==> config.mk <==
export PLATFORM = sky130hd
export DESIGN_NAME = bst_dist
export DESIGN_NICKNAME = d
export VERILOG_FILES = /design/src/design/bst_pkg.sv /design/src/design/bst_dist.sv
export SDC_FILE = /design/constraint.sdc
export NUM_CORES = 1
export LEC_CHECK = 0
export ABC_AREA = 0
export BUFFER_PORTS_ARGS = -buffer_cell sky130_fd_sc_hd__buf_2
export CORE_MARGIN = 4
export CORE_UTILIZATION = 40
export DETAILED_ROUTE_END_ITERATION = 8
export GPL_TIMING_DRIVEN = 1
export PLACE_DENSITY_LB_ADDON = 0.12
export SLEW_MARGIN = 10
export SYNTH_ARGS = -nofsm -noshare
export SYNTH_HDL_FRONTEND = slang
export SYNTH_SLANG_ARGS = --single-unit
==> constraint.sdc <==
create_clock -name clock -period 15.4 [get_ports clock]
set_input_delay 1.54 -clock clock [delete_from_list [all_inputs] [get_ports clock]]
set_output_delay 1.54 -clock clock [all_outputs]
set_load 0.01 [all_outputs]
==> src/design/bst_pkg.sv <==
// Shared constants, codes and types of the brightest spot table.
package bst_pkg;

   localparam int TABLE_SLOTS    = 64;
   localparam int COORD_BITS     = 12;
   localparam int SLOT_BITS      = $clog2(TABLE_SLOTS);
   localparam int COUNT_BITS     = $clog2(TABLE_SLOTS + 1);
   localparam int ACTIVE_BITS    = 7;
   localparam int NEAR_BITS      = 12;
   localparam int THRESH_BITS    = 23;
   localparam int STRENGTH_BITS  = 23;
   localparam int PLANE_BITS     = 10;
   localparam int UNIT_BITS      = (COORD_BITS > NEAR_BITS) ? COORD_BITS : NEAR_BITS;
   localparam int D2_BITS        = 2 * UNIT_BITS + 1;
   localparam int SCALED_BITS    = NEAR_BITS + 3;
   localparam int DIV6_MUL       = 10923;
   localparam int DIV6_MUL_BITS  = 14;
   localparam int DIV6_SHIFT     = 16;
   localparam int PROD_BITS      = SCALED_BITS + DIV6_MUL_BITS;
   localparam int CSR_INDEX_BITS = 2;
   localparam int CSR_DATA_BITS  = 23;

   typedef enum logic [1:0] {
      OP_OFFER = 2'd0,
      OP_DUMP  = 2'd1,
      OP_CLEAR = 2'd2,
      OP_NONE  = 2'd3
   } op_type;

   typedef enum logic [2:0] {
      ACT_IGNORED  = 3'd0,
      ACT_REPLACED = 3'd1,
      ACT_FILLED   = 3'd2,
      ACT_EVICTED  = 3'd3,
      ACT_REJECTED = 3'd4,
      ACT_DUMP     = 3'd5,
      ACT_CLEARED  = 3'd6
   } action_type;

   typedef enum logic [1:0] {
      CSR_ACTIVE_SLOTS  = 2'd0,
      CSR_NEAR_DISTANCE = 2'd1,
      CSR_THRESHOLD     = 2'd2
   } csr_type;

   typedef enum logic [3:0] {
      ST_IDLE,
      ST_ONE,
      ST_PREP0,
      ST_PREP1,
      ST_PREP2,
      ST_PREP3,
      ST_SCAN,
      ST_DRAIN,
      ST_DECIDE,
      ST_CLR,
      ST_DUMP_RD,
      ST_DUMP_EMIT
   } state_type;

   typedef struct packed {
      logic [COORD_BITS-1:0]    x;
      logic [COORD_BITS-1:0]    y;
      logic [PLANE_BITS-1:0]    plane;
      logic [STRENGTH_BITS-1:0] strength;
   } entry_type;

endpackage

==> src/design/bst_dist.sv <==
// Shared squared distance unit: (ax - bx)^2 + (ay - by)^2, registered.
module bst_dist (
   input  logic                          clock,
   input  logic [bst_pkg::UNIT_BITS-1:0] a_x,
   input  logic [bst_pkg::UNIT_BITS-1:0] b_x,
   input  logic [bst_pkg::UNIT_BITS-1:0] a_y,
   input  logic [bst_pkg::UNIT_BITS-1:0] b_y,
   output logic [bst_pkg::D2_BITS-1:0]   dist_sq
);

   logic signed [bst_pkg::UNIT_BITS:0]       dx;
   logic signed [bst_pkg::UNIT_BITS:0]       dy;
   logic signed [2*bst_pkg::UNIT_BITS+1:0]   px;
   logic signed [2*bst_pkg::UNIT_BITS+1:0]   py;
   logic        [bst_pkg::D2_BITS-1:0]       dist_sq_in;
   logic        [bst_pkg::D2_BITS-1:0]       dist_sq_ff;

   always_comb begin
      dx = $signed({1'b0, a_x}) - $signed({1'b0, b_x});
      dy = $signed({1'b0, a_y}) - $signed({1'b0, b_y});
      px = dx * dx;
      py = dy * dy;
      dist_sq_in = {1'b0, px[2*bst_pkg::UNIT_BITS-1:0]}
                 + {1'b0, py[2*bst_pkg::UNIT_BITS-1:0]};
   end

   always_ff @(posedge clock) begin
      dist_sq_ff <= dist_sq_in;
   end

   assign dist_sq = dist_sq_ff;

endmodule

==> results of run 1 <==
==> path summary, 6_finish.rpt <==
path                                  end  slack (ps)  cells past startpoint
worst max-delay path  dist_sq[23]$_DFF_P_        4920                     39
worst min-delay path           dist_sq[1]        2230                      1
==> routing by layer <==
| metal | share of wire, % | wire length, microns | global-route usage [%] | vias up |
|---|---|---|---|---|
| li1 | - | - | - | 4556 |
| met1 | 51 | 13500 | 24.5 | 4593 |
| met2 | 46 | 12100 | 26.1 | 102 |
| met3 | 2.8 | 727 | 1.56 | 5 |
| met4 | 0.087 | 23 | 0.395 | 0 |
| met5 | 0 | 0 | 0 | - |
==> cells by family (layout without fill, tap and decap cells) <==
group / count (synthesis) / after routing / synth area share [%]
AO/OA/AOI/OAI: 168 / 168 / 8.71
XOR/XNOR: 104 / 104 / 7.21
adder cells (fa/ha/maj): 440 / 440 / 57.8
buffers and inverters: 396 / 468 / 11.5
flip-flops: 25 / 25 / 3.87
multiplexers: 1 / 1 / 0.0774
other: 1 / 2 / 0.0290
AND/OR/NAND/NOR: 309 / 309 / 10.8
==> synthesized netlist by cell type (9+ instances only) <==
cell type	n	area, sq um
xnor2_1	80	701
o21ai_0	23	115
dfxtp_1	25	500
fa_1	263	5270
nor2_1	124	465
ha_1	177	2210
o21a_1	16	120
inv_1	376	1410
xor2_1	22	193
clkbuf_1	12	45.0
nand2b_1	34	213
nor3_1	14	70.1
nand3_1	9	45.0
a21o_1	25	188
nand2_1	85	319
nor2b_1	13	81.3
a21oi_1	53	265
==> metrics by stage <==
| stage | worst slack [ps] | std cells | hold slack [ps] |
|---|---|---|---|
| finish | 4920 | 1919 | 2230 |
| global route | 4280 | 1919 | 2260 |
| CTS | 4980 | 1919 | 2240 |
| detailed placement | 4730 | 1915 | 1940 |
| global placement | 4770 | 1915 | 1940 |
| floorplan | 5850 | 1445 | 1840 |
==> area by class of cell <==
| type | count | area (sq um) |
|---|---|---|
| flip-flops and latches | 25 | 500 |
| inverters | 384 | 1440 |
| multi-input cells | 1024 | 11000 |
| repair buffers | 80 | 418 |
| fillers | 3212 | 17800 |
| clock buffers | 3 | 75.1 |
| well taps | 402 | 503 |
| clock inverters | 1 | 7.51 |
==> flow_metrics.env, run 1 <==
export IMPL_status="completed"
export IMPL_path_buf_inv=7
export IMPL_cts_resized=0
export IMPL_drt_iter0_drc=357
export IMPL_cts_hold_buf=0
export IMPL_num_antenna_cells=0
export IMPL_maxCapViolCount=0
export IMPL_avgSynthCellArea_sq_um=8.96
export IMPL_ys_warn_count=0
export IMPL_die_area_sq_mm=0.0353
export IMPL_dieHeight_microns=188
export IMPL_final_hold_viol_count=0
export IMPL_maxSlewHeadroom_pct=25.5
export IMPL_synthArstFlopShare_pct=0
export IMPL_numCtsBuffers=3
export IMPL_crit_path_max_incr_delay_ps=700
export IMPL_clock_path_buffers=2
export IMPL_initial_core_util_pct=40.8
export IMPL_timing_worst_setup_path_type="in2reg"
export IMPL_place_area_sq_mm=0.0138
export IMPL_core_area_sq_mm=0.0317
export IMPL_fp_row_count=65
export IMPL_die_w_microns=188
export IMPL_arrival_ps=10690
export IMPL_grt_pass1_vias=9752
export IMPL_final_nets=2007
export IMPL_syn_area_sq_mm=0.0129
export IMPL_clock_sinks=25
export IMPL_drv_slew=0
export IMPL_cp_slowest_cell="xor2_1"
export IMPL_layout_commonest_cell="inv_1"
export IMPL_report_final_setup_viol=0
export IMPL_h_tree_depth=1
export IMPL_port_buffers=73
export IMPL_fin_crit_ps=10480
export IMPL_cts_root_buffer="clkbuf_16"
export IMPL_syn_to_final_growth_pct=7.44
export IMPL_hold_class="reg2out"
export IMPL_layout_common_cells="inv_1 (376), fa_1 (263), ha_1 (177), nor2_1 (124), nand2_1 (85)"
export IMPL_viasPerCell=4.82
export IMPL_ys_flop_type="dfxtp_1"
export IMPL_tritoncts="yes"
export IMPL_ios=74
export IMPL_synthesis_instances=1444
export IMPL_cts_setup_buffers=0
export IMPL_worstSetupStartpointType="input pin"
export IMPL_wl_per_cell_microns=13.7
export IMPL_layout_drive_gt1_share_pct=6.99
export IMPL_antenna_found_initial=0
export IMPL_synth_cell_types=57
export IMPL_ys_seq_elements=25
export IMPL_largest_reg_flops=25
export IMPL_endpoint_kind="flop"
export IMPL_worst_path_max_fanout=9
export IMPL_final_util_pct=43.8
export IMPL_fin_crit_sh_pct=68.0
export IMPL_tns_ps=0
export IMPL_grt_max_degree=25
export IMPL_ys_seq_area_share_pct=3.87
export IMPL_path_clk_slew_ps=70
export IMPL_tightestPinTransition_ps=1110
export IMPL_max_freq_mhz=95.4
export IMPL_dr_total_vias=9256
export IMPL_rsz0062_at_grt="no"
export IMPL_synth_edff_count=0
export IMPL_hpwl_microns=23900
export IMPL_gr_usage_all_layers_pct=16.0
export IMPL_crit_family="adder cells"
export IMPL_gp_congestion=0.823
export IMPL_ant_nets=0
export IMPL_dr_pass1_iters=5
export IMPL_totalWireLength_microns=26400
export IMPL_fin_area_sq_mm=0.0139
export IMPL_required_ps=15610
export IMPL_drc=0
export IMPL_overflow=0
export IMPL_startpoint="a_y[0]"
export IMPL_min_from="dist_sq[1]$_DFF_P_"
export IMPL_grt_first_pass_wirelength_microns=47400
Power of run 1 is not shown: default switching activity piles up to over one toggle a cycle in this logic, so the estimate is an artifact.
==> inputs of run 2 (changes only) <==
--- a/config.mk
+++ b/config.mk
@@ -5,7 +5,7 @@
 export SDC_FILE = /design/constraint.sdc
 export NUM_CORES = 1
 export LEC_CHECK = 0
-export ABC_AREA = 0
+export ABC_AREA = 1
 export BUFFER_PORTS_ARGS = -buffer_cell sky130_fd_sc_hd__buf_2
 export CORE_MARGIN = 4
 export CORE_UTILIZATION = 40
==> constraint.sdc (replaced) <==
create_clock -name clock -period 10.3 [get_ports clock]
set_input_delay 1.03 -clock clock [delete_from_list [all_inputs] [get_ports clock]]
set_output_delay 1.03 -clock clock [all_outputs]
set_load 0.01 [all_outputs]
==> run 2 against run 1 <==
Net effect: sequential cell count stayed put; cell count is 18% higher; die area is 6.4% higher; critical path depth is 4 lower; synthesized cell count is 21% higher; via count is 18% higher; worst hold slack worse by 530 ps; final area is 6.3% higher; sequential share of layout area is 0.21 points lower; synthesized area is 6.6% higher; non-clock buffer count is 6 lower; worst setup slack worse by 3700 ps.
==> flow_metrics.env, run 2 <==
export IMPL_drc=0
export IMPL_layout_drive_gt1_share_pct=6.57
export IMPL_drv_slew=0
export IMPL_h_tree_depth=1
export IMPL_grt_max_degree=18
export IMPL_cp_slowest_cell="xnor2_1"
export IMPL_timing_worst_setup_path_type="in2reg"
export IMPL_largest_reg_flops=25
export IMPL_clock_path_buffers=2
export IMPL_antenna_found_initial=0
export IMPL_gp_congestion=0.921
export IMPL_die_area_sq_mm=0.0375
export IMPL_ys_seq_elements=25
export IMPL_synth_top_cell_area_share_pct=38.2
export IMPL_layout_commonest_cell="inv_1"
export IMPL_initial_core_util_pct=40.8
export IMPL_endpoint_kind="flop"
export IMPL_cts_resized=0
export IMPL_ios=74
export IMPL_register_area_sq_um=500
export IMPL_dr_total_vias=11000
export IMPL_wl_per_cell_microns=14.7
export IMPL_final_nets=2302
export IMPL_synthTopCellsByArea="fa_1 (38%), ha_1 (16%), inv_1 (13%)"
export IMPL_grt_first_pass_wirelength_microns=56500
export IMPL_rsz0062_at_grt="no"
export IMPL_cts_setup_buffers=0
export IMPL_maxCapViolCount=0
export IMPL_report_final_setup_viol=0
export IMPL_required_ps=10510
export IMPL_synthArstFlopShare_pct=0
export IMPL_die_w_microns=194
export IMPL_port_buffers=73
export IMPL_ys_warn_count=0
export IMPL_hold_class="reg2out"
export IMPL_tritoncts="yes"
export IMPL_syn_to_final_growth_pct=7.08
export IMPL_fp_row_count=67
export IMPL_synthesis_instances=1742
export IMPL_ys_flop_type="dfxtp_1"
export IMPL_status="completed"
export IMPL_arrival_ps=9250
export IMPL_numCtsBuffers=3
export IMPL_drt_iter0_drc=576
export IMPL_dr_pass1_iters=6
export IMPL_core_area_sq_mm=0.0338
export IMPL_grt_pass1_vias=11500
export IMPL_multi_input_area_sq_mm=0.0115
export IMPL_path_clk_slew_ps=70
export IMPL_tns_ps=0
export IMPL_syn_area_sq_mm=0.0138
export IMPL_gr_usage_all_layers_pct=18.0
export IMPL_totalWireLength_microns=33100
export IMPL_fin_crit_ps=9040
export IMPL_hpwl_microns=29700
export IMPL_cts_hold_buf=0
export IMPL_synth_edff_count=0
export IMPL_worstSetupStartpointType="input pin"
export IMPL_ant_nets=0
export IMPL_ys_seq_area_share_pct=3.63
export IMPL_layout_common_cells="inv_1 (464), nand2_1 (280), fa_1 (263), ha_1 (177), nor2_1 (167)"
export IMPL_num_antenna_cells=0
export IMPL_crit_path_max_incr_delay_ps=620
export IMPL_fillers=3516
export IMPL_final_hold_viol_count=0
export IMPL_cts_root_buffer="clkbuf_16"
export IMPL_worst_path_max_fanout=10
export IMPL_tightestPinTransition_ps=793
export IMPL_fin_crit_sh_pct=87.8
export IMPL_clock_sinks=25
export IMPL_viasPerCell=4.85
export IMPL_synth_cell_types=44
export IMPL_dieHeight_microns=194
export IMPL_overflow=0
export IMPL_maxSlewHeadroom_pct=47.0
export IMPL_avgSynthCellArea_sq_um=7.92
export IMPL_synth_most_common_cell="inv_1"
export IMPL_synthTopCellsByCount="inv_1 (464), nand2_1 (280), fa_1 (263)"
export IMPL_max_freq_mhz=111
export IMPL_yosys_area_top_type="fa_1"
[run 2: path summary, 6_finish.rpt]
path / slack [ps] / depth (start not counted) / endpoint / from
max: 1260 / 35 / dist_sq[24]$_DFF_P_ / a_x[0]
min: 1700 / 1 / dist_sq[4] / dist_sq[4]$_DFF_P_
[run 2: cells by family after synthesis]
logic type,share of synthesized area (%)
buffers and inverters,13.2
flip-flops,3.63
adder cells (fa/ha/maj),54.2
AND/OR/NAND/NOR,16.7
XOR/XNOR,5.59
AO/OA/AOI/OAI,6.62
other,0.0272
[run 2: area by class of cell]
cell class              instances  share of cell area (%)
multi-input cells            1235                    77.7
clock inverters                 1                  0.0339
flip-flops and latches         25                    3.39
repair buffers                 74                    2.52
clock buffers                   3                   0.508
inverters                     474                    12.0
well taps                     448                    3.80
[run 2: per-layer routing]
metal	vias up	wire (microns)	global-route usage, %	share of wire [%]
met4	0	216	1.42	0.65
met3	21	1690	2.50	5.1
li1	5383	-	-	-
met5	-	0	0	0
met1	5339	15400	25.7	47
met2	208	15800	30.5	48
[run 2: metrics by stage]
stage	cell area (sq um)	hold slack [ps]	setup slack, ps	utilization, %	instances
after global routing	14800	1710	614	43.7	2260
final	14800	1700	1260	43.7	2260
after detailed placement	14700	1430	979	43.5	2256
after global placement	14700	1420	1040	43.5	2256
after floorplan	13800	1330	2300	-	1743
after CTS	14800	1700	1220	43.7	2260
[run 2: critical path: cells and delay by family]
kind	cells	cell delay [ps]
AO/OA/AOI/OAI	1	480
XOR/XNOR	2	730
adder cells (fa/ha/maj)	10	4140
buffers and inverters	9	1090
AND/OR/NAND/NOR	13	1790
Power of run 2 is left out for the same reason.
==> inputs of run 3 (changes only) <==
--- a/config.mk
+++ b/config.mk
@@ -6,10 +6,10 @@
 export NUM_CORES = 1
 export LEC_CHECK = 0
 export ABC_AREA = 1
-export BUFFER_PORTS_ARGS = -buffer_cell sky130_fd_sc_hd__buf_2
 export CORE_MARGIN = 4
 export CORE_UTILIZATION = 40
 export DETAILED_ROUTE_END_ITERATION = 8
+export DONT_BUFFER_PORTS = 1
 export GPL_TIMING_DRIVEN = 1
 export PLACE_DENSITY_LB_ADDON = 0.12
 export SLEW_MARGIN = 10
==> constraint.sdc (replaced) <==
create_clock -name clock -period 7.5 [get_ports clock]
set_input_delay 0.75 -clock clock [delete_from_list [all_inputs] [get_ports clock]]
set_output_delay 0.75 -clock clock [all_outputs]
set_load 0.1 [all_outputs]
==> run 3 against run 2 <==
Net effect: worst setup slack worse by 1100 ps; core utilization up 13 points; cell count up 13%; die area unchanged; via count up 9.4%; final area up 31%; routed wire length up 9.4%; global-route usage up 0.58 points; highest routed layer unchanged; critical endpoint is now dist_sq[23]$_DFF_P_; first-iteration DRC count down 15%.
==> flow_metrics.env, run 3 (synthesis results as in run 2) <==
export IMPL_status="completed"
export IMPL_clock_path_buffers=2
export IMPL_drt_iter0_drc=489
export IMPL_endpoint_kind="flop"
export IMPL_layout_cells_non_filler=2557
export IMPL_fp_row_count=67
export IMPL_tightestPinTransition_ps=1100
export IMPL_wl_met3_microns=1260
export IMPL_cp_slowest_cell="fa_2"
export IMPL_gr_usage_all_layers_pct=18.5
export IMPL_ant_nets=0
export IMPL_arrival_ps=7510
export IMPL_numCtsBuffers=3
export IMPL_wl_per_cell_microns=14.2
export IMPL_totalWireLength_microns=36200
export IMPL_maxSlewHeadroom_pct=26.9
export IMPL_overflow=0
export IMPL_layout_commonest_cell="inv_1"
export IMPL_fin_crit_ps=7310
export IMPL_crit_path_max_incr_delay_ps=590
export IMPL_port_buffers=0
export IMPL_path_buf_inv=6
export IMPL_fin_crit_sh_pct=97.5
export IMPL_ios=74
export IMPL_layout_common_cells="inv_1 (435), buf_4 (353), fa_1 (243), nand2_1 (227), ha_1 (110)"
export IMPL_place_area_sq_mm=0.0169
export IMPL_syn_to_final_growth_pct=39.8
export IMPL_grt_pass1_vias=12300
export IMPL_tritoncts="yes"
export IMPL_max_freq_mhz=137
export IMPL_drv_slew=0
export IMPL_hpwl_microns=31400
export IMPL_top_layer="met4"
export IMPL_dieHeight_microns=194
export IMPL_grt_first_pass_wirelength_microns=58800
export IMPL_drc=0
export IMPL_grt_max_degree=15
export IMPL_die_area_sq_mm=0.0375
export IMPL_timing_worst_setup_path_type="in2reg"
export IMPL_dr_wl_met2_microns=17300
export IMPL_dr_total_vias=12000
export IMPL_m1WireLength_microns=17300
export IMPL_final_hold_viol_count=0
export IMPL_core_area_sq_mm=0.0338
export IMPL_die_w_microns=194
export IMPL_clock_sinks=25
export IMPL_fin_area_sq_mm=0.0193
export IMPL_dr_pass1_iters=5
export IMPL_hold_class="in2reg"
export IMPL_num_antenna_cells=0
export IMPL_h_tree_depth=1
export IMPL_initial_core_util_pct=40.8
export IMPL_rsz0062_at_grt="yes"
export IMPL_path_clk_slew_ps=70
export IMPL_antenna_found_initial=0
export IMPL_gp_congestion=0.881
export IMPL_report_final_setup_viol=0
export IMPL_maxCapViolCount=0
export IMPL_cts_root_buffer="clkbuf_16"
export IMPL_worst_path_max_fanout=5
export IMPL_required_ps=7700
export IMPL_largest_reg_flops=25
export IMPL_final_nets=2599
export IMPL_dp_cells=2511
export IMPL_final_util_pct=57.1
export IMPL_layout_drive_gt1_share_pct=35.7
export IMPL_worstSetupStartpointType="input pin"
export IMPL_crit_family="adder cells"
export IMPL_viasPerCell=4.69
run 3: cell types whose count changed in the layout (fill, tap and decap cells not counted), sizes merged:
cell	previous run	this run
buf	74	371
clkinv	3	1
clkinvlp	0	1
inv	472	473
run 3: area by class of cell:
class / instances / area [sq um]
Timing Repair Buffer: 371 / 2870
Clock inverter: 1 / 5.00
Clock buffer: 3 / 75.1
Multi-Input combinational cell: 1235 / 13500
Fill cell: 3060 / 14500
Inverter: 474 / 1800
Sequential cell: 25 / 500
Tap cell: 448 / 561
run 3: path summary, 6_finish.rpt:
kind	from	end	slack (ps)	depth (start not counted)
worst min-delay path	b_y[0]	dist_sq[1]$_DFF_P_	1070	3
worst max-delay path	b_x[4]	dist_sq[23]$_DFF_P_	190	37
run 3: through the flow:
step                TNS, ps  worst slack (ps)  hold WS (ps)
floorplan                 0              26.1          1170
global route           -815              -133          1100
global placement      -3330              -471          1360
detailed placement    -4270              -515          1360
CTS                   -1.66             -1.66          1090
finish                    0               189          1070
run 3: tightest hold or removal path, delay by kind of cell:
kind	cells	cell delay [ps]
buffers and inverters	1	150
adder cells (fa/ha/maj)	2	370
run 3: metal layers:
metal | vias up | global-route usage (%)
met5 | - | 0
met4 | 0 | 1.70
met3 | 22 | 1.23
met2 | 189 | 30.7
met1 | 5798 | 28.0
li1 | 5974 | -
run 3: timing repair:
item / 4_1_cts / 5_1_grt
setup buffers: 6 / 37
endpoints found under the setup margin: 10 / 15
pin swaps: 12 / 176
hold buffers: 0 / 0
gates resized for setup: 31 / 395
Power of run 3 is left out for the same reason.
